File: src/design/inr_pkg.sv
`default_nettype none

package inr_pkg;

  localparam int DATA_WIDTH_DEF = 31;
  localparam int DEG_W          = 5;
  localparam int ROOT_W         = 31;
  localparam int CHUNK_W        = 16;
  localparam int OUT_TDATA_W    = ((ROOT_W + 7) / 8) * 8;

  // Commands from the sequencer to the multiply-accumulate unit
  typedef struct packed {
    logic init;   // acc <= 1, clear partial product and overflow
    logic step;   // fold one multiplier chunk into the partial product
    logic last;   // lowest chunk: the finished product becomes acc
  } mac_ctl_t;

endpackage

`default_nettype wire

File: src/design/integer_nth_root_unit.sv
`default_nettype none

// channel  dir  tdata fields (low bit up)               handshake
// in_      in   radicand[DATA_WIDTH], root_degree[5]    in_tvalid / in_tready
// out_     out  root[31]                                out_tvalid / out_tready
//
// One request at a time; every trial power runs through one shared
// DATA_WIDTH x 16 multiply-accumulate that takes the multiplier in 16-bit chunks.
// Each digit settles one root bit, high bit first, where
// digits = (DATA_WIDTH-1)/degree + 1; a zero radicand or degree skips to root 0.
// The result register lets the next request start while a root waits on out_tready.
// rst_n is synchronous, active low; it clears the sequencer and the result valid.
module integer_nth_root_unit #(
  parameter int  DATA_WIDTH = inr_pkg::DATA_WIDTH_DEF,
  localparam int IN_TDATA_W = ((DATA_WIDTH + inr_pkg::DEG_W + 7) / 8) * 8
) (
  input  wire logic                            clk,
  input  wire logic                            rst_n,
  input  wire logic                            in_tvalid,
  output logic                                 in_tready,
  input  wire logic [IN_TDATA_W-1:0]           in_tdata,   // radicand, root_degree
  output logic                                 out_tvalid,
  input  wire logic                            out_tready,
  output logic      [inr_pkg::OUT_TDATA_W-1:0] out_tdata   // root
);
  import inr_pkg::*;

  logic                  res_valid;
  logic                  res_take;
  logic [DATA_WIDTH-1:0] res_root;
  mac_ctl_t              mac_ctl;
  logic [CHUNK_W-1:0]    mac_chunk;
  logic [DATA_WIDTH-1:0] mac_acc;
  logic                  mac_ovf;

  logic                  out_valid_r, out_valid_nxt;
  logic [ROOT_W-1:0]     out_root_r;

  inr_seq #(
    .DATA_WIDTH (DATA_WIDTH)
  ) u_seq (
    .clk          (clk),
    .rst_n        (rst_n),
    .req_valid    (in_tvalid),
    .req_ready    (in_tready),
    .req_radicand (in_tdata[DATA_WIDTH-1:0]),
    .req_degree   (in_tdata[DATA_WIDTH +: DEG_W]),
    .res_valid    (res_valid),
    .res_take     (res_take),
    .res_root     (res_root),
    .mac_ctl      (mac_ctl),
    .mac_chunk    (mac_chunk),
    .mac_acc      (mac_acc),
    .mac_ovf      (mac_ovf)
  );

  inr_mac #(
    .DATA_WIDTH (DATA_WIDTH)
  ) u_mac (
    .clk   (clk),
    .rst_n (rst_n),
    .ctl   (mac_ctl),
    .chunk (mac_chunk),
    .acc   (mac_acc),
    .ovf   (mac_ovf)
  );

  assign res_take = !out_valid_r || out_tready;

  always_comb begin
    out_valid_nxt = out_valid_r;
    if (res_valid && res_take) begin
      out_valid_nxt = 1'b1;
    end else if (out_tready) begin
      out_valid_nxt = 1'b0;
    end
  end

  always_ff @(posedge clk) begin
    if (!rst_n) begin
      out_valid_r <= 1'b0;
    end else begin
      out_valid_r <= out_valid_nxt;
    end
  end

  always_ff @(posedge clk) begin
    if (res_valid && res_take) begin
      out_root_r <= ROOT_W'(res_root);
    end
  end

  assign out_tvalid = out_valid_r;
  assign out_tdata  = OUT_TDATA_W'(out_root_r);

endmodule

`default_nettype wire

File: src/design/inr_mac.sv
`default_nettype none

module inr_mac #(
  parameter int DATA_WIDTH = inr_pkg::DATA_WIDTH_DEF
) (
  input  wire logic                         clk,
  input  wire logic                         rst_n,
  input  wire inr_pkg::mac_ctl_t            ctl,
  input  wire logic [inr_pkg::CHUNK_W-1:0]  chunk,
  output logic      [DATA_WIDTH-1:0]        acc,
  output logic                              ovf
);
  import inr_pkg::*;

  localparam int PROD_W = DATA_WIDTH + CHUNK_W;
  localparam int SUM_W  = PROD_W + 1;

  logic [DATA_WIDTH-1:0] acc_r;
  logic [DATA_WIDTH-1:0] p_r;
  logic                  ovf_r;
  logic [PROD_W-1:0]     prod;
  logic [SUM_W-1:0]      sum;

  // Horner over chunks, high chunk first: p = (p << CHUNK_W) + acc * chunk
  assign prod = {{CHUNK_W{1'b0}}, acc_r} * {{DATA_WIDTH{1'b0}}, chunk};
  assign sum  = {1'b0, p_r, {CHUNK_W{1'b0}}} + {1'b0, prod};

  always_ff @(posedge clk) begin
    if (!rst_n) begin
      ovf_r <= 1'b0;
    end else if (ctl.init) begin
      ovf_r <= 1'b0;
    end else if (ctl.step) begin
      // anything at or above 2^DATA_WIDTH can never fit under the radicand
      ovf_r <= ovf_r | (|sum[SUM_W-1:DATA_WIDTH]);
    end
  end

  always_ff @(posedge clk) begin
    if (ctl.init) begin
      acc_r <= {{(DATA_WIDTH-1){1'b0}}, 1'b1};
      p_r   <= '0;
    end else if (ctl.step) begin
      if (ctl.last) begin
        acc_r <= sum[DATA_WIDTH-1:0];
        p_r   <= '0;
      end else begin
        p_r   <= sum[DATA_WIDTH-1:0];
      end
    end
  end

  assign acc = acc_r;
  assign ovf = ovf_r;

endmodule

`default_nettype wire

File: src/design/inr_seq.sv
`default_nettype none

module inr_seq #(
  parameter int DATA_WIDTH = inr_pkg::DATA_WIDTH_DEF
) (
  input  wire logic                         clk,
  input  wire logic                         rst_n,
  input  wire logic                         req_valid,
  output logic                              req_ready,
  input  wire logic [DATA_WIDTH-1:0]        req_radicand,
  input  wire logic [inr_pkg::DEG_W-1:0]    req_degree,
  output logic                              res_valid,
  input  wire logic                         res_take,
  output logic      [DATA_WIDTH-1:0]        res_root,
  output inr_pkg::mac_ctl_t                 mac_ctl,
  output logic      [inr_pkg::CHUNK_W-1:0]  mac_chunk,
  input  wire logic [DATA_WIDTH-1:0]        mac_acc,
  input  wire logic                         mac_ovf
);
  import inr_pkg::*;

  localparam int SH_W    = $clog2(DATA_WIDTH);
  localparam int SUM_W   = ((SH_W > DEG_W) ? SH_W : DEG_W) + 1;
  localparam int NCH     = (DATA_WIDTH + CHUNK_W - 1) / CHUNK_W;
  localparam int CIDX_W  = (NCH > 1) ? $clog2(NCH) : 1;
  localparam int PAD_W   = NCH * CHUNK_W;
  localparam int LAST_SH = DATA_WIDTH - 1;

  typedef enum logic [4:0] {
    ST_IDLE  = 5'b00001,
    ST_SETUP = 5'b00010,
    ST_POW   = 5'b00100,
    ST_DEC   = 5'b01000,
    ST_FIN   = 5'b10000
  } state_t;

  state_t                state_r, state_nxt;
  logic [DATA_WIDTH-1:0] value_r, value_nxt;
  logic [DEG_W-1:0]      degree_r, degree_nxt;
  logic [DATA_WIDTH-1:0] root_r, root_nxt;
  logic [SH_W-1:0]       sh_r, sh_nxt;
  logic [DEG_W-1:0]      mcnt_r, mcnt_nxt;
  logic [CIDX_W-1:0]     cidx_r, cidx_nxt;

  logic [DATA_WIDTH-1:0] trial;
  logic [PAD_W-1:0]      trial_pad;
  logic [DATA_WIDTH-1:0] part;
  logic [SUM_W-1:0]      sh_up;
  logic [SUM_W-1:0]      sh_down;
  logic                  sh_fits;
  logic                  keep;

  assign trial     = {root_r[DATA_WIDTH-2:0], 1'b1};
  assign trial_pad = PAD_W'(trial);
  assign mac_chunk = trial_pad[cidx_r*CHUNK_W +: CHUNK_W];
  assign part      = value_r >> sh_r;
  assign sh_up     = SUM_W'(sh_r) + SUM_W'(degree_r);
  assign sh_down   = SUM_W'(sh_r) - SUM_W'(degree_r);
  assign sh_fits   = (sh_up <= SUM_W'(LAST_SH));
  assign keep      = !mac_ovf && (mac_acc <= part);

  always_comb begin
    state_nxt  = state_r;
    value_nxt  = value_r;
    degree_nxt = degree_r;
    root_nxt   = root_r;
    sh_nxt     = sh_r;
    mcnt_nxt   = mcnt_r;
    cidx_nxt   = cidx_r;
    mac_ctl    = '0;
    req_ready  = 1'b0;
    res_valid  = 1'b0;
    unique case (state_r)
      ST_IDLE: begin
        req_ready = 1'b1;
        if (req_valid) begin
          value_nxt  = req_radicand;
          degree_nxt = req_degree;
          root_nxt   = '0;
          sh_nxt     = '0;
          if ((req_degree == '0) || (req_radicand == '0)) begin
            state_nxt = ST_FIN;
          end else begin
            state_nxt = ST_SETUP;
          end
        end
      end
      // climb to the largest multiple of degree that is at most DATA_WIDTH-1
      ST_SETUP: begin
        if (sh_fits) begin
          sh_nxt = sh_up[SH_W-1:0];
        end else begin
          mac_ctl.init = 1'b1;
          mcnt_nxt     = degree_r;
          cidx_nxt     = CIDX_W'(NCH - 1);
          state_nxt    = ST_POW;
        end
      end
      ST_POW: begin
        mac_ctl.step = 1'b1;
        if (cidx_r == '0) begin
          mac_ctl.last = 1'b1;
          cidx_nxt     = CIDX_W'(NCH - 1);
          if (mcnt_r == DEG_W'(1)) begin
            state_nxt = ST_DEC;
          end else begin
            mcnt_nxt = mcnt_r - DEG_W'(1);
          end
        end else begin
          cidx_nxt = cidx_r - CIDX_W'(1);
        end
      end
      ST_DEC: begin
        root_nxt = keep ? trial : {root_r[DATA_WIDTH-2:0], 1'b0};
        if (sh_r == '0) begin
          state_nxt = ST_FIN;
        end else begin
          sh_nxt       = sh_down[SH_W-1:0];
          mac_ctl.init = 1'b1;
          mcnt_nxt     = degree_r;
          cidx_nxt     = CIDX_W'(NCH - 1);
          state_nxt    = ST_POW;
        end
      end
      ST_FIN: begin
        res_valid = 1'b1;
        if (res_take) begin
          state_nxt = ST_IDLE;
        end
      end
      default: begin
        state_nxt = ST_IDLE;
      end
    endcase
  end

  always_ff @(posedge clk) begin
    if (!rst_n) begin
      state_r <= ST_IDLE;
    end else begin
      state_r <= state_nxt;
    end
  end

  always_ff @(posedge clk) begin
    value_r  <= value_nxt;
    degree_r <= degree_nxt;
    root_r   <= root_nxt;
    sh_r     <= sh_nxt;
    mcnt_r   <= mcnt_nxt;
    cidx_r   <= cidx_nxt;
  end

  assign res_root = root_r;

endmodule

`default_nettype wire

File: config.mk
export PLATFORM = sky130hd
export DESIGN_NAME = integer_nth_root_unit
export DESIGN_NICKNAME = d
export VERILOG_FILES = /design/src/design/inr_pkg.sv /design/src/design/integer_nth_root_unit.sv /design/src/design/inr_mac.sv /design/src/design/inr_seq.sv
export SDC_FILE = /design/constraint.sdc
export NUM_CORES = 2
export LEC_CHECK = 0
export BUFFER_PORTS_ARGS = -buffer_cell sky130_fd_sc_hd__clkbuf_2
export CAP_MARGIN = 20
export CORE_MARGIN = 5
export CORE_UTILIZATION = 45
export DETAILED_ROUTE_END_ITERATION = 10
export HOLD_SLACK_MARGIN = 0.12
export PLACE_DENSITY_LB_ADDON = 0.2
export RECOVER_POWER = 50
export SYNTH_ARGS = -nofsm -noshare
export SYNTH_HDL_FRONTEND = slang
export SYNTH_HIERARCHICAL = 1
export SYNTH_SLANG_ARGS = --single-unit
export TNS_END_PERCENT = 100
File: constraint.sdc
create_clock -name clk -period 7.08 [get_ports clk]
set_input_delay 0 -clock clk [delete_from_list [all_inputs] [get_ports clk]]
set_output_delay 0 -clock clk [all_outputs]
set_load 0.05 [all_outputs]
==> flow_summary_export.csv <==
group,metric,value,unit
status,status,"finished with violations",
status,violations,"capacitance limit, slew limit, setup timing",
place,dp_hpwl,61600,um
drt,drc,0,
die,die_area,63100,sq um
synthesis,ys.flop_type,"edfxtp_1",
sta,fin_skew,0.0172,ns
die,io_pins,78,
sta,timing.final.ws_setup,-0.0994,ns
place,placed_cells,3692,
sta,tightest_slew,2.81,ns
global_route,met2_usage,39.6,%
drt,final_antenna_net_count,0,
synthesis,syn_nets,3439,
cells_and_area,instances_no_fill,3771,
global_route,grt_pass1_wl,121000,um
cells_and_area,multi_input_area,19200,sq um
sta,finalHoldViolations,0,
synthesis,syn_inst,2787,
global_route,grt.overflow.total,0,
pwr,peakVddDrop,0.000261,V
clock_network,clock_latency,0.47,ns
global_route,globalRouteMet1Util,34.5,%
synthesis,async_flop_share,0,%
drt,drt-pass1-iter-count,5,
die,coreArea,57700,sq um
pwr,power_per_cell_area,222,nW/um^2
setup_path,end_kind,"flop",
clock_network,htreeDepth,4,
setup_path,rrSetupSlack,-0.1,ns
die,rows,88,
sta,finalCritPeriodShare,101,%
global_route,antenna_found_initial,1,
setup_path,path_class,"reg -> reg",
cells_and_area,syn2layout_area_growth,13.6,%
die,die_w,251,um
job,max-cap-violations,2,
cells_and_area,nNetsFinal,3644,
pwr,power.total,6.60,mW
synthesis,yosysMostFrequentCell,"inv_1",
clock_network,clkSinkCount,178,
synthesis,yosysTopAreaCellShare,33.4,%
cells_and_area,seq_area,4650,sq um
pwr,sw_frac_of_total,46.2,%
synthesis,yosys-top-cells-area,"fa_1, edfxtp_1, ha_1",
pwr,leakage,13.2,nW
pwr,p_clk_share,15.5,%
setup_path,worstPathRequired,7.42,ns
drt,viasPerCell,5.35,
global_route,grt.total_usage,24.3,%
cells_and_area,layout-drive-gt1-share,11.6,%
pwr,internal_power,3.55,mW
sta,max_freq,0.139,GHz
drt,vias,20200,
global_route,use_met3,3.93,%
sta,slew_violations,69,
worst_hold_path,hold_path_class,"in -> reg",
global_route,grt_pass1_vias,21700,
drt,wl_per_cell,19.8,um
drt,routed_wl,74500,um
setup_path,start_kind,"flop",
sta,fin_crit,7.18,ns
clock_network,cts_root_buf,"clkbuf_16",
cells_and_area,fin_util,51.5,%
clock_network,clk_path_buf_depth,2,
synthesis,ys_warn_count,6,
synthesis,synth.avg_cell_area,9.39,sq um
global_route,grt_busiest_layer,"met2",
pwr,p_switching,3.05,mW
place,dpl_cell_area,28700,sq um
clock_network,cts_tree,"yes",
synthesis,ys_ff_latch,178,
synthesis,synth_edf_count,109,
synthesis,ys_top_cells_by_count,"inv_1, fa_1, nand2_1",
synthesis,syn_area,26200,sq um
place,port_buffers,72,
setup_path,arrival,7.52,ns
die,initial_core_util,45.4,%
drt,drt_iter0_markers,1234,
clock_network,clk_pin_slew,0.07,ns
cells_and_area,fillCellCount,5413,
cells_and_area,design_area,29700,sq um
pwr,seq_power_share,24.5,%
sta,rsz0062_at_grt,"yes",
synthesis,seq_area_frac_synth,17.8,%
synthesis,yosysTopAreaCell,"fa_1",
place,gp_congestion,0.942,
die,die_h,251,um
sta,relSlewSlack,-88.0,%
setup_path,path_max_fanout,15,
synthesis,synth.distinct_cells,91,
pwr,p_comb_share,60.0,%
clock_network,cts_buffers,17,
sta,finalSetupViolCount,1,
global_route,grt_max_degree,60,
[worst paths after layout]
kind,from,endpoint,depth (start not counted)
setup / recovery,u_seq/cidx_r,u_mac/ovf,22
hold reg to reg,u_seq/res_root[30],out_root_r[30],0
setup reg to reg,u_seq/cidx_r,u_mac/ovf,22
hold / removal,in_tdata[13],u_seq/value_r[13],2
[cell families (layout without fill, tap and decap cells)]
kind of cell             Yosys count  in the layout  synth area share, %
flip-flops                       178            178                 17.8
AO/OA/AOI/OAI                    325            325                 8.36
AND/OR/NAND/NOR                  955            955                 18.1
adder cells (fa/ha/maj)          608            608                 41.6
XOR/XNOR                          34             34                 1.14
buffers and inverters            619            837                 9.10
multiplexers                      67             67                 3.92
other                              1              2               0.0143
[registers in the layout, indices dropped and copies added (netlist names)]
name            flops
u_seq/cidx_r        1
out_root_r         31
u_seq/value_r      31
u_seq/degree_r      5
u_seq/sh_r          5
u_seq/res_root     31
u_seq/mcnt_r        5
u_seq/state_r       5
out_tvalid          1
u_mac/ovf           1
u_mac/acc          31
u_mac/p_r          31
[layout by cell type (no fill, tap or decap), types with 9 or more instances in the layout]
master	n
o22ai_1	9
clkbuf_16	17
mux4_2	26
o21ai_0	46
nor2b_1	20
mux2i_1	20
and2_1	270
inv_1	479
buf_12	15
clkbuf_2	14
a21oi_1	109
ha_1	170
mux2_4	10
a2bb2oi_1	19
dfxtp_1	69
fa_1	437
nand2_1	429
edfxtp_1	109
nor2_1	86
xnor2_1	16
a211oi_1	19
dlygate4sd3_1	40
nand3_1	17
o21a_1	11
buf_4	195
nor4_1	16
nand2b_1	15
a21o_1	21
nand4_1	16
mux2_2	11
clkbuf_1	60
xor2_1	16
nor3_1	19
[critical path: stages (launching register included)]
cell	delay, ns
edfxtp_1	0.38
buf_12	0.18
mux2_2	0.38
buf_12	0.15
and2_1	0.17
fa_1	0.53
inv_1	0.05
fa_1	0.56
fa_1	0.46
fa_1	0.63
fa_1	0.46
fa_1	0.56
inv_1	0.04
ha_1	0.32
and4_1	0.24
a221o_1	0.39
a311o_1	0.35
a21o_1	0.20
or3_1	0.32
a22oi_2	0.23
o2111ai_1	0.13
nor4_1	0.21
a21oi_1	0.11
[power groups by stage]
stage               combinational, mW  sequential, mW  clock [mW]
floorplan                        2.59            1.52           0
global placement                 3.82            1.63           0
detailed placement               3.86            1.63           0
CTS                              3.94            1.61        1.04
global route                     4.32            1.65        1.09
finish                           3.96            1.62        1.02
[stage by stage]
step / setup TNS, ns / hold WS, ns / setup WS (ns)
after detailed placement: -0.301 / 0.195 / -0.301
after CTS: -0.0720 / 0.225 / -0.0720
after global placement: -0.391 / 0.192 / -0.391
final: -0.0994 / 0.263 / -0.0994
after global routing: -0.413 / 0.251 / -0.413
after floorplan: 0 / 0.0864 / 0.0282
[area by class of cell]
type                    instances  share of cell area, %
repair buffers                325                   8.31
flip-flops and latches        178                   15.7
well taps                     765                   3.22
diodes                          1                0.00842
clock inverters                15                  0.619
multi-input cells            1990                   64.7
clock buffers                  17                   1.43
inverters                     480                   6.06
[metal layers]
metal  share of wire [%]  vias up
met4                 2.1        0
met1                  46    10200
met2                  47      589
li1                    -     9250
met5                   0        -
met3                 5.5       93
[what timing repair did]
| action | CTS | global route |
|---|---|---|
| resized for setup | 19 | 7 |
| pin swaps | 6 | 0 |
| endpoints found under the setup margin | 1 | 6 |
| hold endpoints to repair | 43 | 0 |
| buffers inserted | 4 | 1 |
| hold buffers | 40 | 0 |
Note: power is estimated with default switching activity, not from simulation.
